**config.mk**
```make
export PLATFORM = sky130hd
export DESIGN_NAME = spi_clock_divider_search
export DESIGN_NICKNAME = d
export VERILOG_FILES = /design/src/hw/rtl/spicds_pkg.sv /design/src/hw/rtl/spicds_div.sv /design/src/hw/rtl/spicds_datapath.sv /design/src/hw/rtl/spicds_ctrl.sv /design/src/hw/rtl/spi_clock_divider_search.sv
export SDC_FILE = /design/constraint.sdc
export NUM_CORES = 1
export LEC_CHECK = 0
export BUFFER_PORTS_ARGS = -buffer_cell sky130_fd_sc_hd__buf_4
export CAP_MARGIN = 30
export CORE_MARGIN = 2
export CORE_UTILIZATION = 23
export CTS_CLUSTER_DIAMETER = 60
export DETAILED_ROUTE_END_ITERATION = 8
export SETUP_SLACK_MARGIN = 0.15
export SYNTH_ARGS = -nofsm -noshare
export SYNTH_HDL_FRONTEND = slang
export SYNTH_SLANG_ARGS = --single-unit
```
**constraint.sdc**
```tcl
create_clock -name clk -period 8.8 [get_ports clk]
set_clock_uncertainty 0.1 [all_clocks]
set_input_delay 1.76 -clock clk [delete_from_list [all_inputs] [get_ports clk]]
set_output_delay 1.76 -clock clk [all_outputs]
set_load 0.005 [all_outputs]
```
**src/hw/rtl/spicds_pkg.sv**
```systemverilog
// shared types and constants for the spi clock divider search
// used by spicds_div, spicds_datapath, spicds_ctrl and the top level
package spicds_pkg;

  localparam int unsigned SYS_CLOCK_HZ = 80000000;

  localparam int unsigned HZ_W  = 32;
  localparam int unsigned DIV_W = $clog2(SYS_CLOCK_HZ + 1);
  localparam int unsigned PRE_W = 13;
  localparam int unsigned N_W   = 6;
  localparam int unsigned DEN_W = PRE_W + N_W + 1;
  localparam int unsigned CNT_W = $clog2(DIV_W);

  localparam int unsigned SLOWEST_HZ = SYS_CLOCK_HZ / (8192 * 64);

  localparam logic [DIV_W-1:0] SYS_WORD     = DIV_W'(SYS_CLOCK_HZ);
  localparam logic [HZ_W-1:0]  SYS_HZ       = HZ_W'(SYS_CLOCK_HZ);
  localparam logic [HZ_W-1:0]  SLOW_HZ      = HZ_W'(SLOWEST_HZ);
  localparam logic [31:0]      SYSCLK_WORD  = 32'h8000_0000;
  localparam logic [31:0]      SLOWEST_WORD = 32'h7FFF_F000;
  localparam logic [PRE_W-1:0] PRE_MAX      = 13'h1FFF;
  localparam logic [N_W-1:0]   N_MAX        = 6'h3F;
  localparam logic [N_W-1:0]   N_FIRST      = 6'd1;
  localparam logic [1:0]       OFF_LAST     = 2'd3;

  typedef enum logic [1:0] {
    DIV_Q1,
    DIV_BASE,
    DIV_RATE
  } div_sel_t;

  typedef enum logic [1:0] {
    RES_SYSCLK,
    RES_SLOWEST,
    RES_CAND,
    RES_BEST
  } res_sel_t;

  typedef struct packed {
    logic     load;
    logic     div_start;
    div_sel_t div_sel;
    logic     save_q1;
    logic     save_base;
    logic     set_den;
    logic     update;
    logic     next_off;
    logic     next_n;
    logic     out_load;
    res_sel_t res_sel;
  } dp_cmd_t;

  typedef struct packed {
    logic sysclk;
    logic slow;
    logic div_done;
    logic exact;
    logic off_last;
    logic n_last;
  } dp_sts_t;

endpackage

```
**src/hw/rtl/spicds_div.sv**
```systemverilog
// radix-2 restoring divider, one quotient bit per cycle
// depends on spicds_pkg
module spicds_div (
  input  logic                        clk,
  input  logic                        rst_n,
  input  logic                        start,
  input  logic [spicds_pkg::DIV_W-1:0] dividend,
  input  logic [spicds_pkg::DIV_W-1:0] divisor,
  output logic [spicds_pkg::DIV_W-1:0] quotient,
  output logic                        done
);
  import spicds_pkg::*;

  logic [DIV_W-1:0] quo_r, quo_nxt;
  logic [DIV_W-1:0] rem_r, rem_nxt;
  logic [DIV_W-1:0] dvs_r;
  logic [CNT_W-1:0] cnt_r, cnt_nxt;
  logic             busy_r, busy_nxt;
  logic             done_r, done_nxt;
  logic [DIV_W:0]   rem_shift;
  logic [DIV_W:0]   rem_diff;

  always_comb begin
    rem_shift = {rem_r, quo_r[DIV_W-1]};
    rem_diff  = rem_shift - {1'b0, dvs_r};
    quo_nxt   = quo_r;
    rem_nxt   = rem_r;
    cnt_nxt   = cnt_r;
    busy_nxt  = busy_r;
    done_nxt  = 1'b0;
    if (start) begin
      quo_nxt  = dividend;
      rem_nxt  = '0;
      cnt_nxt  = '0;
      busy_nxt = 1'b1;
    end else if (busy_r) begin
      if (rem_shift >= {1'b0, dvs_r}) begin
        rem_nxt = rem_diff[DIV_W-1:0];
        quo_nxt = {quo_r[DIV_W-2:0], 1'b1};
      end else begin
        rem_nxt = rem_shift[DIV_W-1:0];
        quo_nxt = {quo_r[DIV_W-2:0], 1'b0};
      end
      cnt_nxt = cnt_r + 1'b1;
      if (cnt_r == CNT_W'(DIV_W - 1)) begin
        busy_nxt = 1'b0;
        done_nxt = 1'b1;
      end
    end
  end

  always_ff @(posedge clk) begin
    if (!rst_n) begin
      busy_r <= 1'b0;
      done_r <= 1'b0;
      cnt_r  <= '0;
    end else begin
      busy_r <= busy_nxt;
      done_r <= done_nxt;
      cnt_r  <= cnt_nxt;
    end
  end

  always_ff @(posedge clk) begin
    quo_r <= quo_nxt;
    rem_r <= rem_nxt;
    if (start) begin
      dvs_r <= divisor;
    end
  end

  assign quotient = quo_r;
  assign done     = done_r;

endmodule

```
**src/hw/rtl/spicds_datapath.sv**
```systemverilog
// search datapath: request register, candidate counters, multiplier,
// shared divider, best-candidate tracking and result word; uses spicds_pkg, spicds_div
module spicds_datapath (
  input  logic                       clk,
  input  logic                       rst_n,
  input  logic [spicds_pkg::HZ_W-1:0] req_hz,
  input  spicds_pkg::dp_cmd_t         cmd,
  output spicds_pkg::dp_sts_t         sts,
  output logic [31:0]                 word
);
  import spicds_pkg::*;

  logic [HZ_W-1:0]  freq_r;
  logic [N_W-1:0]   n_r;
  logic [1:0]       off_r;
  logic [DIV_W-1:0] q1_r;
  logic [DIV_W-1:0] q_r;
  logic [PRE_W-1:0] pre_r;
  logic [DEN_W-1:0] den_r;
  logic [DIV_W-1:0] best_rate_r;
  logic [31:0]      best_word_r;
  logic [31:0]      word_r;

  logic [N_W:0]     n_plus1;
  logic [DIV_W:0]   pre_sum;
  logic [DIV_W:0]   pre_off;
  logic [PRE_W-1:0] pre_c;
  logic [DEN_W-1:0] den_c;
  logic [DIV_W-1:0] dvd;
  logic [DIV_W-1:0] dvs;
  logic [DIV_W-1:0] quo;
  logic             div_done;
  logic [HZ_W-1:0]  rate_ext;
  logic [31:0]      cand_word;

  spicds_div u_div (
    .clk      (clk),
    .rst_n    (rst_n),
    .start    (cmd.div_start),
    .dividend (dvd),
    .divisor  (dvs),
    .quotient (quo),
    .done     (div_done)
  );

  always_comb begin
    n_plus1 = {1'b0, n_r} + 1'b1;
    case (cmd.div_sel)
      DIV_Q1: begin
        dvd = SYS_WORD;
        dvs = DIV_W'(n_plus1);
      end
      DIV_BASE: begin
        dvd = q1_r;
        dvs = freq_r[DIV_W-1:0];
      end
      DIV_RATE: begin
        dvd = SYS_WORD;
        dvs = DIV_W'(den_r);
      end
      default: begin
        dvd = SYS_WORD;
        dvs = DIV_W'(n_plus1);
      end
    endcase
  end

  // prescale = quotient - 1 + offset, offset -1..2, clamped to the field
  always_comb begin
    pre_sum = {1'b0, q_r} + (DIV_W + 1)'(off_r);
    pre_off = pre_sum - (DIV_W + 1)'(2);
    if (pre_sum <= (DIV_W + 1)'(2)) begin
      pre_c = '0;
    end else if (pre_off > (DIV_W + 1)'(PRE_MAX)) begin
      pre_c = PRE_MAX;
    end else begin
      pre_c = pre_off[PRE_W-1:0];
    end
    den_c = DEN_W'({1'b0, pre_c} + 1'b1) * DEN_W'(n_plus1);
  end

  assign rate_ext  = HZ_W'(quo);
  assign cand_word = {1'b0, pre_r, n_r, 6'd0, n_plus1[N_W:1]};

  always_ff @(posedge clk) begin
    if (cmd.load) begin
      freq_r      <= req_hz;
      best_rate_r <= '0;
      best_word_r <= '0;
    end else if (cmd.update) begin
      if (rate_ext < freq_r && quo > best_rate_r) begin
        best_rate_r <= quo;
        best_word_r <= cand_word;
      end
    end
    if (cmd.load) begin
      n_r   <= N_FIRST;
      off_r <= '0;
    end else if (cmd.next_n) begin
      n_r   <= n_r + 1'b1;
      off_r <= '0;
    end else if (cmd.next_off) begin
      off_r <= off_r + 1'b1;
    end
    if (cmd.save_q1) begin
      q1_r <= quo;
    end
    if (cmd.save_base) begin
      q_r <= quo;
    end
    if (cmd.set_den) begin
      pre_r <= pre_c;
      den_r <= den_c;
    end
    if (cmd.out_load) begin
      case (cmd.res_sel)
        RES_SYSCLK:  word_r <= SYSCLK_WORD;
        RES_SLOWEST: word_r <= SLOWEST_WORD;
        RES_CAND:    word_r <= cand_word;
        RES_BEST:    word_r <= best_word_r;
        default:     word_r <= best_word_r;
      endcase
    end
  end

  always_comb begin
    sts.sysclk   = freq_r >= SYS_HZ;
    sts.slow     = (freq_r == '0) || (freq_r < SLOW_HZ);
    sts.div_done = div_done;
    sts.exact    = rate_ext == freq_r;
    sts.off_last = off_r == OFF_LAST;
    sts.n_last   = n_r == N_MAX;
  end

  assign word = word_r;

endmodule

```
**src/hw/rtl/spicds_ctrl.sv**
```systemverilog
// controller state machine for the divider search
// drives spicds_datapath through dp_cmd_t; depends on spicds_pkg
module spicds_ctrl (
  input  logic                clk,
  input  logic                rst_n,
  input  logic                in_tvalid,
  output logic                in_tready,
  output logic                out_tvalid,
  input  logic                out_tready,
  input  spicds_pkg::dp_sts_t sts,
  output spicds_pkg::dp_cmd_t cmd
);
  import spicds_pkg::*;

  typedef enum logic [3:0] {
    ST_IDLE,
    ST_CLASSIFY,
    ST_Q1_START,
    ST_Q1_WAIT,
    ST_BASE_START,
    ST_BASE_WAIT,
    ST_CAND,
    ST_RATE_START,
    ST_RATE_WAIT,
    ST_JUDGE,
    ST_OUT
  } state_t;

  state_t   state_r, state_nxt;
  res_sel_t res_sel_r, res_sel_nxt;
  logic     out_valid_r, out_valid_nxt;

  always_comb begin
    cmd           = '0;
    cmd.res_sel   = res_sel_r;
    state_nxt     = state_r;
    res_sel_nxt   = res_sel_r;
    out_valid_nxt = out_valid_r && !out_tready;
    case (state_r)
      ST_IDLE: begin
        if (in_tvalid) begin
          cmd.load  = 1'b1;
          state_nxt = ST_CLASSIFY;
        end
      end
      ST_CLASSIFY: begin
        if (sts.sysclk) begin
          res_sel_nxt = RES_SYSCLK;
          state_nxt   = ST_OUT;
        end else if (sts.slow) begin
          res_sel_nxt = RES_SLOWEST;
          state_nxt   = ST_OUT;
        end else begin
          state_nxt = ST_Q1_START;
        end
      end
      ST_Q1_START: begin
        cmd.div_start = 1'b1;
        cmd.div_sel   = DIV_Q1;
        state_nxt     = ST_Q1_WAIT;
      end
      ST_Q1_WAIT: begin
        if (sts.div_done) begin
          cmd.save_q1 = 1'b1;
          state_nxt   = ST_BASE_START;
        end
      end
      ST_BASE_START: begin
        cmd.div_start = 1'b1;
        cmd.div_sel   = DIV_BASE;
        state_nxt     = ST_BASE_WAIT;
      end
      ST_BASE_WAIT: begin
        if (sts.div_done) begin
          cmd.save_base = 1'b1;
          state_nxt     = ST_CAND;
        end
      end
      ST_CAND: begin
        cmd.set_den = 1'b1;
        state_nxt   = ST_RATE_START;
      end
      ST_RATE_START: begin
        cmd.div_start = 1'b1;
        cmd.div_sel   = DIV_RATE;
        state_nxt     = ST_RATE_WAIT;
      end
      ST_RATE_WAIT: begin
        if (sts.div_done) begin
          state_nxt = ST_JUDGE;
        end
      end
      ST_JUDGE: begin
        if (sts.exact) begin
          res_sel_nxt = RES_CAND;
          state_nxt   = ST_OUT;
        end else begin
          cmd.update = 1'b1;
          if (!sts.off_last) begin
            cmd.next_off = 1'b1;
            state_nxt    = ST_CAND;
          end else if (!sts.n_last) begin
            cmd.next_n = 1'b1;
            state_nxt  = ST_Q1_START;
          end else begin
            res_sel_nxt = RES_BEST;
            state_nxt   = ST_OUT;
          end
        end
      end
      ST_OUT: begin
        if (!out_valid_r || out_tready) begin
          cmd.out_load  = 1'b1;
          out_valid_nxt = 1'b1;
          state_nxt     = ST_IDLE;
        end
      end
      default: begin
        state_nxt = ST_IDLE;
      end
    endcase
  end

  always_ff @(posedge clk) begin
    if (!rst_n) begin
      state_r     <= ST_IDLE;
      res_sel_r   <= RES_BEST;
      out_valid_r <= 1'b0;
    end else begin
      state_r     <= state_nxt;
      res_sel_r   <= res_sel_nxt;
      out_valid_r <= out_valid_nxt;
    end
  end

  assign in_tready  = state_r == ST_IDLE;
  assign out_tvalid = out_valid_r;

endmodule

```
**src/hw/rtl/spi_clock_divider_search.sv**
```systemverilog
// top level of the spi clock divider search
// joins spicds_ctrl and spicds_datapath; depends on spicds_pkg
//
// Turns a requested serial clock in hertz into the 32-bit clock register
// word for an 80 MHz system clock. One request gives one result. A request
// at or above the system clock, or below the slowest reachable rate, is
// answered without a search. Otherwise N runs from 1 to 63 and four
// prescale candidates are tried per N; every quotient comes from one shared
// radix-2 divider. An exact match ends the search early. The next request
// is taken once the search ends, while the previous result may still be
// waiting in the output register.
module spi_clock_divider_search (
  input  logic        clk,
  input  logic        rst_n,
  input  logic        in_tvalid,
  output logic        in_tready,
  input  logic [31:0] in_tdata,   // requested_hz
  output logic        out_tvalid,
  input  logic        out_tready,
  output logic [31:0] out_tdata,  // clock_word
  output logic [0:0]  out_tuser   // use_system_clock
);
  import spicds_pkg::*;

  dp_cmd_t     cmd;
  dp_sts_t     sts;
  logic [31:0] word;

  spicds_ctrl u_ctrl (
    .clk        (clk),
    .rst_n      (rst_n),
    .in_tvalid  (in_tvalid),
    .in_tready  (in_tready),
    .out_tvalid (out_tvalid),
    .out_tready (out_tready),
    .sts        (sts),
    .cmd        (cmd)
  );

  spicds_datapath u_dp (
    .clk    (clk),
    .rst_n  (rst_n),
    .req_hz (in_tdata),
    .cmd    (cmd),
    .sts    (sts),
    .word   (word)
  );

  assign out_tdata    = word;
  assign out_tuser[0] = word == SYSCLK_WORD;

endmodule
```
# Yosys cells after proc, flatten, opt, wreduce, memory -nomap -nowiden
# Cells that the tools add are included.
dict set report classes {
  n_addsub 8
  multipliers 1
  magnitude_cmp 7
  n_bitwise 2
  mux 46
  n_reduce_logical 17
  eq_ne 28
}
# operator n
set op_table {}
lappend op_table {{32-bit one-hot mux with 4 select lines} 1}
lappend op_table {{27-bit 2-to-1 mux} 4}
lappend op_table {{27-bit one-hot mux with 2 select lines} 1}
lappend op_table {{4-bit one-hot mux with 11 select lines} 1}
lappend op_table {{4-bit 2-to-1 mux} 10}
lappend op_table {{27-bit by 32-bit equality test with 1-bit output} 1}
lappend op_table {{32-bit equality test, second input constant} 1}
lappend op_table {{32-bit by 27-bit >= comparator with 1-bit output, second input constant} 1}
lappend op_table {{32-bit zero test} 1}
lappend op_table {{27-bit by 32-bit < comparator with 1-bit output} 1}
lappend op_table {{32-bit by 8-bit < comparator with 1-bit output, second input constant} 1}
lappend op_table {{27-bit by 2-bit adder with 28-bit output} 1}
lappend op_table {{28-bit by 27-bit >= comparator with 1-bit output} 1}
lappend op_table {{28-bit by 13-bit > comparator with 1-bit output, second input constant} 1}
lappend op_table {{28-bit by 2-bit <= comparator with 1-bit output, second input constant} 1}
lappend op_table {{28-bit by 2-bit subtractor with 28-bit output, second input constant} 1}
lappend op_table {{27-bit > comparator} 1}
lappend op_table {{27-bit subtractor} 1}
lappend op_table {{13-bit 2-to-1 mux} 2}
lappend op_table {{20-bit by 7-bit multiplier with 20-bit output} 1}
lappend op_table {{1-bit 2-to-1 mux} 18}
lappend op_table {{4-bit by 3-bit equality test with 1-bit output, second input constant} 4}
lappend op_table {{13-bit by 1-bit adder with 14-bit output, second input constant} 1}
lappend op_table {{4-bit equality test, second input constant} 3}
lappend op_table {{30 further kinds} 50}
dict set report word_totals {
  out_inout_bits 35
  word_cells 128
  regBits 306
}

# Depth between registers and ports, before layout
# Gate-level depths: netlist (run 1).
dict set report logic_depth {
  ltp_word 7
  depth_mapped 38
  ltp_nobuf 36
}

# Hierarchy
# From an unflattened synthesis (run 1), not the netlist that was laid out.
dict set report unflattened {
  cells_unflattened 2060
  hier_area_um2 20378.3
}
# module cells_per_inst seq_area_each_um2 instances area_per_inst_um2
set by_module_without_submodules {}
lappend by_module_without_submodules {spicds_datapath 1440 5555.3 1 14292.5}
lappend by_module_without_submodules {spicds_div 518 2302.2 1 5292.6}
lappend by_module_without_submodules {spicds_ctrl 91 140.1 1 699.4}
lappend by_module_without_submodules {spi_clock_divider_search 11 0.0 1 93.8}

# Least setup slack after synthesis (run 1)
# OpenSTA, ideal clock, no wires.
dict set report synth_timing {
  kind {flip-flop to flip-flop}
  startpoint {reg u_dp.q_r[0]}
  endpoint {reg u_dp.den_r[19], data pin}
  setup_time_ps 268
  slack_ps -343
  arrival_ps 8775
  required_ps 8432
  stages_incl_launch_ff 37
  n_path_buf 2
  period_less_slack_ps 9143
  cell_sequence {edfxtp_1 > ha_1 > fa_1 > clkbuf_1 > xnor2_1 > ha_1 > inv_1 > a2111oi_0 > a211o_1 > buf_2 > and2_1 > and4_1 > xnor2_1 > nand4b_1 > nor2_1 > a21oi_1 > ha_1 > nand2b_1 > a211oi_2 > xnor2_2 > or2_1 > fa_1 > fa_1 > inv_1 > fa_1 > inv_1 > fa_1 > inv_1 > ha_1 > a2111oi_0 > o31ai_1 > o21ai_0 > o21ai_0 > o21ai_0 > nand2b_1 > a21oi_1 > xnor3_1}
}
dict set report synth_between {
  elab_chain_cells 7
  word_cells_on_any_way 8
  cone_classes {3 x add/sub; 1 x mul; 2 x order compare; 2 x mux}
}
# element line_no
set synth_rtl {}
lappend synth_rtl {{start: declaration} spicds_datapath.sv:17} ;# logic [DIV_W-1:0] q_r;
lappend synth_rtl {{start signal: assignment} spicds_datapath.sv:109} ;# q_r <= quo;
lappend synth_rtl {{27-bit by 2-bit adder with 28-bit output *} spicds_datapath.sv:70} ;# pre_sum = {1'b0, q_r} + (DIV_W + 1)'(off_r);
lappend synth_rtl {{28-bit by 2-bit subtractor with 28-bit output} spicds_datapath.sv:71} ;# pre_off = pre_sum - (DIV_W + 1)'(2);
lappend synth_rtl {{28-bit by 13-bit > comparator with 1-bit output} spicds_datapath.sv:74} ;# end else if (pre_off > (DIV_W + 1)'(PRE_MAX)) begin
lappend synth_rtl {{13-bit 2-to-1 mux} spicds_datapath.sv:74}
lappend synth_rtl {{13-bit 2-to-1 mux *} spicds_datapath.sv:72} ;# if (pre_sum <= (DIV_W + 1)'(2)) begin
lappend synth_rtl {{net u_dp.pre_c[0]} spicds_datapath.sv:27} ;# logic [PRE_W-1:0] pre_c;
lappend synth_rtl {{13-bit by 1-bit adder with 14-bit output *} spicds_datapath.sv:79} ;# den_c = DEN_W'({1'b0, pre_c} + 1'b1) * DEN_W'(n_plus1);
lappend synth_rtl {{20-bit by 7-bit multiplier with 20-bit output *} spicds_datapath.sv:79}
lappend synth_rtl {{net u_dp.den_c[19]} spicds_datapath.sv:28} ;# logic [DEN_W-1:0] den_c;
lappend synth_rtl {{end signal: assignment} spicds_datapath.sv:113} ;# den_r <= den_c;
lappend synth_rtl {{end: declaration} spicds_datapath.sv:19} ;# logic [DEN_W-1:0] den_r;
# The timed path passes the listed nets; every way through them passes the cells marked *.
# A chain may end at the register's enable or synchronous reset.

# Worst setup path after layout (run 1)
# Same ends and word-level chain as after synthesis.

==> results.md, run 1 <==
- Async S/R FF share, synth: 0%
- Post-route ant nets: 0
- TritonCTS clock tree: yes
- Yosys top cell area share: 30.7%
- Primary flip-flop cell chosen by synthesis mapping: sky130_fd_sc_hd__edfxtp_1
- Fraction of final layout cells sized beyond drive strength 1: 14.8%
- Die Outline Area: 87,100 um2
- Length of the first detailed-routing pass in iterations: 6
- Clock sink total: 300
- Routed via count: 15,100
- Pin count of the biggest net entering global routing: 65
- Share of power burned in combinational logic: 37.4%
- Final routed wirelength across all metal layers: 54,400 um
- Clock group share of total power: 25.5%
- Max_cap viols: 0
- Sw Ratio: 38.7%
- Worst stage delay on the critical path: 0.56 ns
- Normalized max-slew margin: 35.3%
- Commonest non-fill, non-tap cells in the layout: sky130_fd_sc_hd__nor2_1, sky130_fd_sc_hd__edfxtp_1, sky130_fd_sc_hd__inv_1
- End of the worst hold path: u_dp.best_word_r[0]$_SDFFE_PP0P_
- Post-synthesis cell type with the largest combined area: sky130_fd_sc_hd__edfxtp_1
- Commonest non-fill, non-tap cell in the layout: sky130_fd_sc_hd__nor2_1
- Residual DRC: 0
- Most area-consuming cells after synthesis: sky130_fd_sc_hd__edfxtp_1, sky130_fd_sc_hd__dfxtp_1, sky130_fd_sc_hd__ha_1
- Overall die width: 295 um
- Cell Int Power: 3.78 mW
- #FFs+latches synth: 300
- Synthesized area: 19,500 um2
- Routed wire length per instance: 16.6 um
- Run status: finished clean
- Post-cts hold buffer count: 0
- Top-level port count: 71
- Leak: 9.26 nW
- Post-layout total power: 6.17 mW
- Via/cell ratio: 4.59
- Wire length of the first global-routing pass: 83,900 um
- Routability Congestion: 0.920
- Switching power: 2.39 mW
- Relative contribution of sequential cells to total power: 37.2%
- Relative area change from synthesis to final layout: 19.0%
- Worst flop-to-flop path startpoint: u_dp.q_r[0]$_DFFE_PP_
- Crit path DAT: 8.61 ns
- Hold Crit Class: reg2reg
- Maximum number of buffers from clock root to sink: 3
- Final instance area: 23,200 um2
- Total power density per cell area: 266 nW/um2
- IO buf count: 64
- Reg2Reg Setup Slack: 0.36 ns
- Site row count: 106
- Area of the core: 83,800 um2
- Cell Area, Placed: 21,600 um2
- Worst skew pair latency: 0.56 ns
- Final number of max-transition violations: 0
- Overall Global Routing Usage: 12.3%
- Net total in the final layout: 2,344
- Critical path type: reg2reg
- Launch point of the worst path: u_dp.q_r[0]$_DFFE_PP_
- Start point of the worst min-delay path: u_dp.best_word_r[0]$_SDFFE_PP0P_
- Maximum fanout count along the critical path: 8
- Die height: 295 um
- Capturing point of the worst reg2reg path: u_dp.den_r[19]$_DFFE_PP_
- Clock root buffer master: sky130_fd_sc_hd__clkbuf_16
- Vias in the first global route: 14,500
- Remaining Overflow, GRT: 0
- Sum of net half-perimeters after detailed placement: 40,400 um
- Unique masters post-synth: 96
- Proportion of synthesized chip area in sequential cells: 41.0%
- Max stage delay cell, worst path: sky130_fd_sc_hd__or4b_4
- Starting density of the core: 23.3%
- Count of final hold-check violations: 0
- H-Tree Depth: 2
- Minimum clock period: 8.44 ns
- Reg clk slew, reported paths: 0.06 ns
- Average instance area after synthesis: 9.62 um2
- Cell count of the worst hold path: 2
- Post-synthesis instance total: 2,027
- Required time of the critical path: 8.97 ns
- Setup repair after global routing missed its margin: true
- Transition time of the tightest slew-check pin: 0.966 ns
- Initial antenna violation count: 1
- Count of flip-flops with a built-in enable after synthesis: 199
- Share of the core filled with cells: 27.7%
- Crit. End Element: flop
- Worst supply voltage drop on vdd: 169 uV
- Number of clock buffers inserted by TritonCTS: 38
- Critical Path Source Type: flop
- Worst r2r path cells: 30
- Final worst path period share: 95.9%
- FMAX: 119 MHz
- Final setup violation count: 0
- Number of warnings reported in the yosys synthesis log: 0
- Cell seen most often among critical-path stages: sky130_fd_sc_hd__fa_1
- Detailed router's first-iteration violation count: 1,190
==> area by class of cell <==
type	count	area, um2
fillers	8863	60600
multi-input cells	1441	10700
flip-flops and latches	300	8000
clock buffers	45	1010
repair buffers	138	1060
clock inverters	23	264
well taps	1134	1420
inverters	200	751
diodes	1	2.50
==> flip-flops by register name, indices dropped and copies added (netlist names), 25 cells and up <==
register,flops
u_dp.freq_r,32
u_dp.best_rate_r,27
u_dp.q1_r,27
u_dp.q_r,27
u_dp.u_div.dvs_r,27
u_dp.u_div.quotient,27
u_dp.u_div.rem_r,27
u_dp.word,26
u_dp.best_word_r,25
==> worst max-delay path, delay by kind of cell (launching register included) <==
family                     cells  cell delay (ns)
adders and majority gates      7             2.84
buffers and inverters          3             0.28
DFF                            1             0.37
AOI/OAI and AO/OA              9             1.77
and+or+nand+nor                9             2.22
xor gates and xnor gates       2             0.59
==> metrics by stage <==
stage / TNS, ns / hold slack [ns] / worst slack [ns] / instances
after floorplan: 0 / 0.338 / 0.172 / 2032
after global placement: 0 / 0.345 / 0.0620 / 3200
after detailed placement: -0.0605 / 0.351 / -0.0371 / 3201
after CTS: 0 / 0.360 / 0.156 / 3272
after global routing: 0 / 0.380 / 0.0625 / 3281
final: 0 / 0.357 / 0.363 / 3282
==> power groups by stage <==
stage	clock (mW)	sequential (mW)	combinational, mW
6_report	1.57	2.29	2.30
5_1_grt	1.67	2.33	2.63
4_1_cts	1.61	2.29	2.31
3_5_place_dp	0	2.31	2.29
3_3_place_gp	0	2.31	2.26
2_1_floorplan	0	2.13	1.77
==> kinds of logic (layout without fill, tap and decap cells) <==
logic type,count (synthesis),count (layout),synth area share (%)
xor gates and xnor gates,96,96,4.58
other,1,7,0.0192
buffers and inverters,291,406,5.86
muxes,61,61,3.30
DFF,300,300,41.0
and+or+nand+nor,688,688,17.3
adders and majority gates,189,189,14.4
AOI/OAI and AO/OA,401,401,13.5
==> cell usage after synthesis (6+ instances only) <==
cell type / number
sky130_fd_sc_hd__nor2_1: 224
sky130_fd_sc_hd__edfxtp_1: 199
sky130_fd_sc_hd__inv_1: 199
sky130_fd_sc_hd__nand2_1: 143
sky130_fd_sc_hd__ha_1: 129
sky130_fd_sc_hd__a21oi_1: 126
sky130_fd_sc_hd__dfxtp_1: 101
sky130_fd_sc_hd__o21ai_0: 76
sky130_fd_sc_hd__nand3_1: 66
sky130_fd_sc_hd__clkbuf_1: 64
sky130_fd_sc_hd__xnor2_1: 64
sky130_fd_sc_hd__fa_1: 60
sky130_fd_sc_hd__nor3_1: 42
sky130_fd_sc_hd__nor2b_1: 36
sky130_fd_sc_hd__mux2i_1: 35
sky130_fd_sc_hd__nand4_1: 33
sky130_fd_sc_hd__a31oi_1: 31
sky130_fd_sc_hd__a21o_1: 26
sky130_fd_sc_hd__mux2_2: 26
sky130_fd_sc_hd__xor2_1: 26
sky130_fd_sc_hd__nand2b_1: 25
sky130_fd_sc_hd__nor4_1: 25
sky130_fd_sc_hd__and3_1: 22
sky130_fd_sc_hd__a22oi_1: 16
sky130_fd_sc_hd__and2_1: 13
sky130_fd_sc_hd__o21a_1: 12
sky130_fd_sc_hd__o31ai_1: 11
sky130_fd_sc_hd__or2_2: 11
sky130_fd_sc_hd__buf_2: 10
sky130_fd_sc_hd__o211ai_1: 9
sky130_fd_sc_hd__or3_1: 9
sky130_fd_sc_hd__buf_1: 8
sky130_fd_sc_hd__buf_4: 8
sky130_fd_sc_hd__o21bai_1: 8
sky130_fd_sc_hd__a211oi_1: 7
sky130_fd_sc_hd__a221oi_1: 7
sky130_fd_sc_hd__a2111oi_0: 6
sky130_fd_sc_hd__o22ai_1: 6
sky130_fd_sc_hd__o31a_1: 6
==> how the worst max path moves through the flow <==
stage,slack [ns],end,cells after the start
2_1_floorplan,0.17,u_dp.den_r[19]$_DFFE_PP_,36
3_3_place_gp,0.06,u_dp.den_r[19]$_DFFE_PP_,34
3_5_place_dp,-0.04,u_dp.den_r[19]$_DFFE_PP_,34
4_1_cts,0.16,u_dp.den_r[18]$_DFFE_PP_,36
5_1_grt,0.06,u_dp.den_r[18]$_DFFE_PP_,34
6_report,0.36,u_dp.den_r[19]$_DFFE_PP_,30
==> per-layer routing <==
| layer | GRT usage, % | part of all wire (%) | vias to the layer above |
|---|---|---|---|
| met3 | 1.68 | 4.4 | 99 |
| met5 | 0 | 0 | - |
| met4 | 4.46 | 3.3 | 0 |
| met2 | 20.4 | 48 | 347 |
| met1 | 16.2 | 45 | 7282 |
| li1 | - | - | 7336 |
==> timing repair <==
action | CTS | global route
endpoints found under the setup margin | 3 | 6
hold endpoints to repair | 0 | 0
resized for setup | 9 | 45
buffers inserted | 3 | 9
pin swaps | 4 | 30
No activity file was read; power rests on OpenSTA's default activity.
==> run 2: changes to the inputs <==
--- a/config.mk
+++ b/config.mk
@@ -8,9 +8,10 @@
 export BUFFER_PORTS_ARGS = -buffer_cell sky130_fd_sc_hd__buf_4
 export CAP_MARGIN = 30
 export CORE_MARGIN = 2
-export CORE_UTILIZATION = 23
+export CORE_UTILIZATION = 57
 export CTS_CLUSTER_DIAMETER = 60
 export DETAILED_ROUTE_END_ITERATION = 8
+export PLACE_DENSITY = 0.77
 export SETUP_SLACK_MARGIN = 0.15
 export SYNTH_ARGS = -nofsm -noshare
 export SYNTH_HDL_FRONTEND = slang
==> run 2 against run 1 <==
Clock power is 9% lower; worst hold slack better by 0.0021 ns; global-route usage is 17 points higher; sequential power hardly changed; first-iteration DRC count is 35% higher; die area is 59% lower.
==> results.md, run 2 (synthesized netlist as in run 1, its figures left out) <==
- Leak: 9.31 nW
- Commonest non-fill, non-tap cell in the layout: sky130_fd_sc_hd__nor2_1
- Multi-input gate area: 10,700 um2
- Maximum number of buffers from clock root to sink: 3
- Hold Crit Class: reg2reg
- Crit path capture: u_dp.den_r[18]$_DFFE_PP_
- Final worst path period share: 94.7%
- Post-layout total power: 6.06 mW
- Area of the core: 33,600 um2
- Launch point of the worst path: u_dp.q_r[0]$_DFFE_PP_
- Fill cell count: 2,660
- Net total in the final layout: 2,365
- Pin count of the biggest net entering global routing: 55
- H-Tree Depth: 2
- Clock root buffer master: sky130_fd_sc_hd__clkbuf_16
- Max_cap viols: 0
- Critical Path Source Type: flop
- Routability Congestion: 0.979
- Number of flip-flops under the largest register name: 32
- Final number of max-transition violations: 0
- FMAX: 120 MHz
- Critical path type: reg2reg
- Crit. End Element: flop
- Worst supply voltage drop on vdd: 192 uV
- Overall die width: 189 um
- Crit path DAT: 8.51 ns
- Final setup violation count: 0
- Max stage delay cell, worst path: sky130_fd_sc_hd__fa_1
- Overall Global Routing Usage: 28.9%
- Starting density of the core: 58.0%
- Transition time of the tightest slew-check pin: 0.975 ns
- Worst r2r path cells: 34
- IO buf count: 64
- Capturing point of the worst reg2reg path: u_dp.den_r[18]$_DFFE_PP_
- Least setup slack across all paths after layout: 0.465 ns
- Routed via count: 15,700
- TNS Setup: 0 ns
- Die Outline Area: 35,700 um2
- Via/cell ratio: 6.00
- Total area of sequential cells: 8000 um2
- TritonCTS clock tree: yes
- Run status: finished clean
- Normalized max-slew margin: 34.6%
- Wire length of the first global-routing pass: 81,300 um
- Final routed wirelength across all metal layers: 51,800 um
- Cell count of the worst hold path: 2
- Residual DRC: 0
- Reg2Reg Setup Slack: 0.46 ns
- Total power density per cell area: 271 nW/um2
- Maximum fanout count along the critical path: 7
- Post-route ant nets: 0
- Remaining Overflow, GRT: 0
- Top reg by flops: u_dp.freq_r
- Count of final hold-check violations: 0
- Initial antenna violation count: 0
- Fraction of final layout cells sized beyond drive strength 1: 15.3%
- Site row count: 67
- Worst stage delay on the critical path: 0.56 ns
- Commonest non-fill, non-tap cells in the layout: sky130_fd_sc_hd__nor2_1, sky130_fd_sc_hd__edfxtp_1, sky130_fd_sc_hd__inv_1
- Die height: 189 um
- Required time of the critical path: 8.97 ns
- Relative area change from synthesis to final layout: 14.7%
- Post-Place Setup Slack: -0.213 ns
- Vias in the first global route: 15,100
- Sum of net half-perimeters after detailed placement: 38,000 um
- Worst skew pair latency: 0.53 ns
- Length of the first detailed-routing pass in iterations: 6
- Clock sink total: 300
- Routed wire length per instance: 19.8 um
- Setup repair after global routing missed its margin: false
- Minimum clock period: 8.34 ns
- Reg clk slew, reported paths: 0.06 ns
- Detailed router's first-iteration violation count: 1,605
- Number of clock buffers inserted by TritonCTS: 36
- Top-level port count: 71
- Worst flop-to-flop path startpoint: u_dp.q_r[0]$_DFFE_PP_
-- run 2: cell count changes in the layout (fill, tap and decap cells not counted), sizes merged --
cell | previous run | this run
clkinvlp | 4 | 2
clkinv | 14 | 13
bufinv | 3 | 2
buf | 138 | 161
inv | 202 | 203
-- run 2: power by group --
group	internal [mW]	leakage, nW	switching, mW	total, mW
Clock	0.840	0.556	0.594	1.43
Sequential	1.94	2.71	0.349	2.29
Combinational	0.918	6.05	1.41	2.33
Total	3.70	9.31	2.35	6.06
-- run 2: worst min-delay path by stage --
| stage | from | to | slack [ns] |
|---|---|---|---|
| after global placement | u_dp.best_word_r[21]$_SDFFE_PP0P_ | u_dp.best_word_r[21]$_SDFFE_PP0P_ | 0.34 |
| final | u_dp.best_word_r[18]$_SDFFE_PP0P_ | u_dp.best_word_r[18]$_SDFFE_PP0P_ | 0.36 |
| after detailed placement | u_dp.best_word_r[5]$_SDFFE_PP0P_ | u_dp.best_word_r[5]$_SDFFE_PP0P_ | 0.35 |
| after floorplan | u_dp.best_word_r[13]$_SDFFE_PP0P_ | u_dp.best_word_r[13]$_SDFFE_PP0P_ | 0.34 |
| after global routing | u_dp.best_word_r[16]$_SDFFE_PP0P_ | u_dp.best_word_r[16]$_SDFFE_PP0P_ | 0.38 |
| after CTS | u_dp.best_word_r[29]$_SDFFE_PP0P_ | u_dp.best_word_r[29]$_SDFFE_PP0P_ | 0.36 |
-- run 2: worst max-delay path, delay by kind of cell, from the launching register on --
| kind | cells | cell delay [ns] |
|---|---|---|
| adders and majority gates | 7 | 2.88 |
| AOI/OAI and AO/OA | 13 | 2.44 |
| and+or+nand+nor | 5 | 1.34 |
| buffers and inverters | 7 | 0.67 |
| DFF | 1 | 0.37 |
| xor gates and xnor gates | 2 | 0.26 |
-- run 2: per-stage QoR --
step / cells / area, um2 / hold WS [ns] / utilization (%)
final: 2616 / 22400 / 0.359 / 66.5
after global routing: 2615 / 22400 / 0.384 / 66.5
after CTS: 2598 / 22000 / 0.365 / 65.6
after detailed placement: 2527 / 20800 / 0.355 / 61.8
after global placement: 2527 / 20800 / 0.344 / 61.8
after floorplan: 2032 / 19600 / 0.338 / -
-- run 2: layout make-up --
type | instances | area share, %
multi-input combinational | 1441 | 47.8
clock inverter | 20 | 0.850
antenna | 1 | 0.0112
tap | 448 | 2.51
inverter | 200 | 3.36
timing repair buffer | 161 | 5.44
clock buffer | 45 | 4.27
sequential | 300 | 35.8
-- run 2: per-layer routing --
layer | up-vias | global-route usage (%) | part of all wire, % | routed length [um]
met5 | - | 0 | 0 | 0
met4 | 0 | 8.92 | 2.6 | 1360
met3 | 94 | 4.11 | 6.9 | 3550
met2 | 600 | 47.0 | 47 | 24500
met1 | 7596 | 40.2 | 43 | 22400
li1 | 7405 | - | - | -
-- run 2: timing repair --
item,in CTS,in global routing
setup endpoints to repair,4,4
gates resized for setup,19,37
endpoints found under the hold margin,0,0
pin swaps,14,32
setup buffers,6,17
hold buffers,0,0
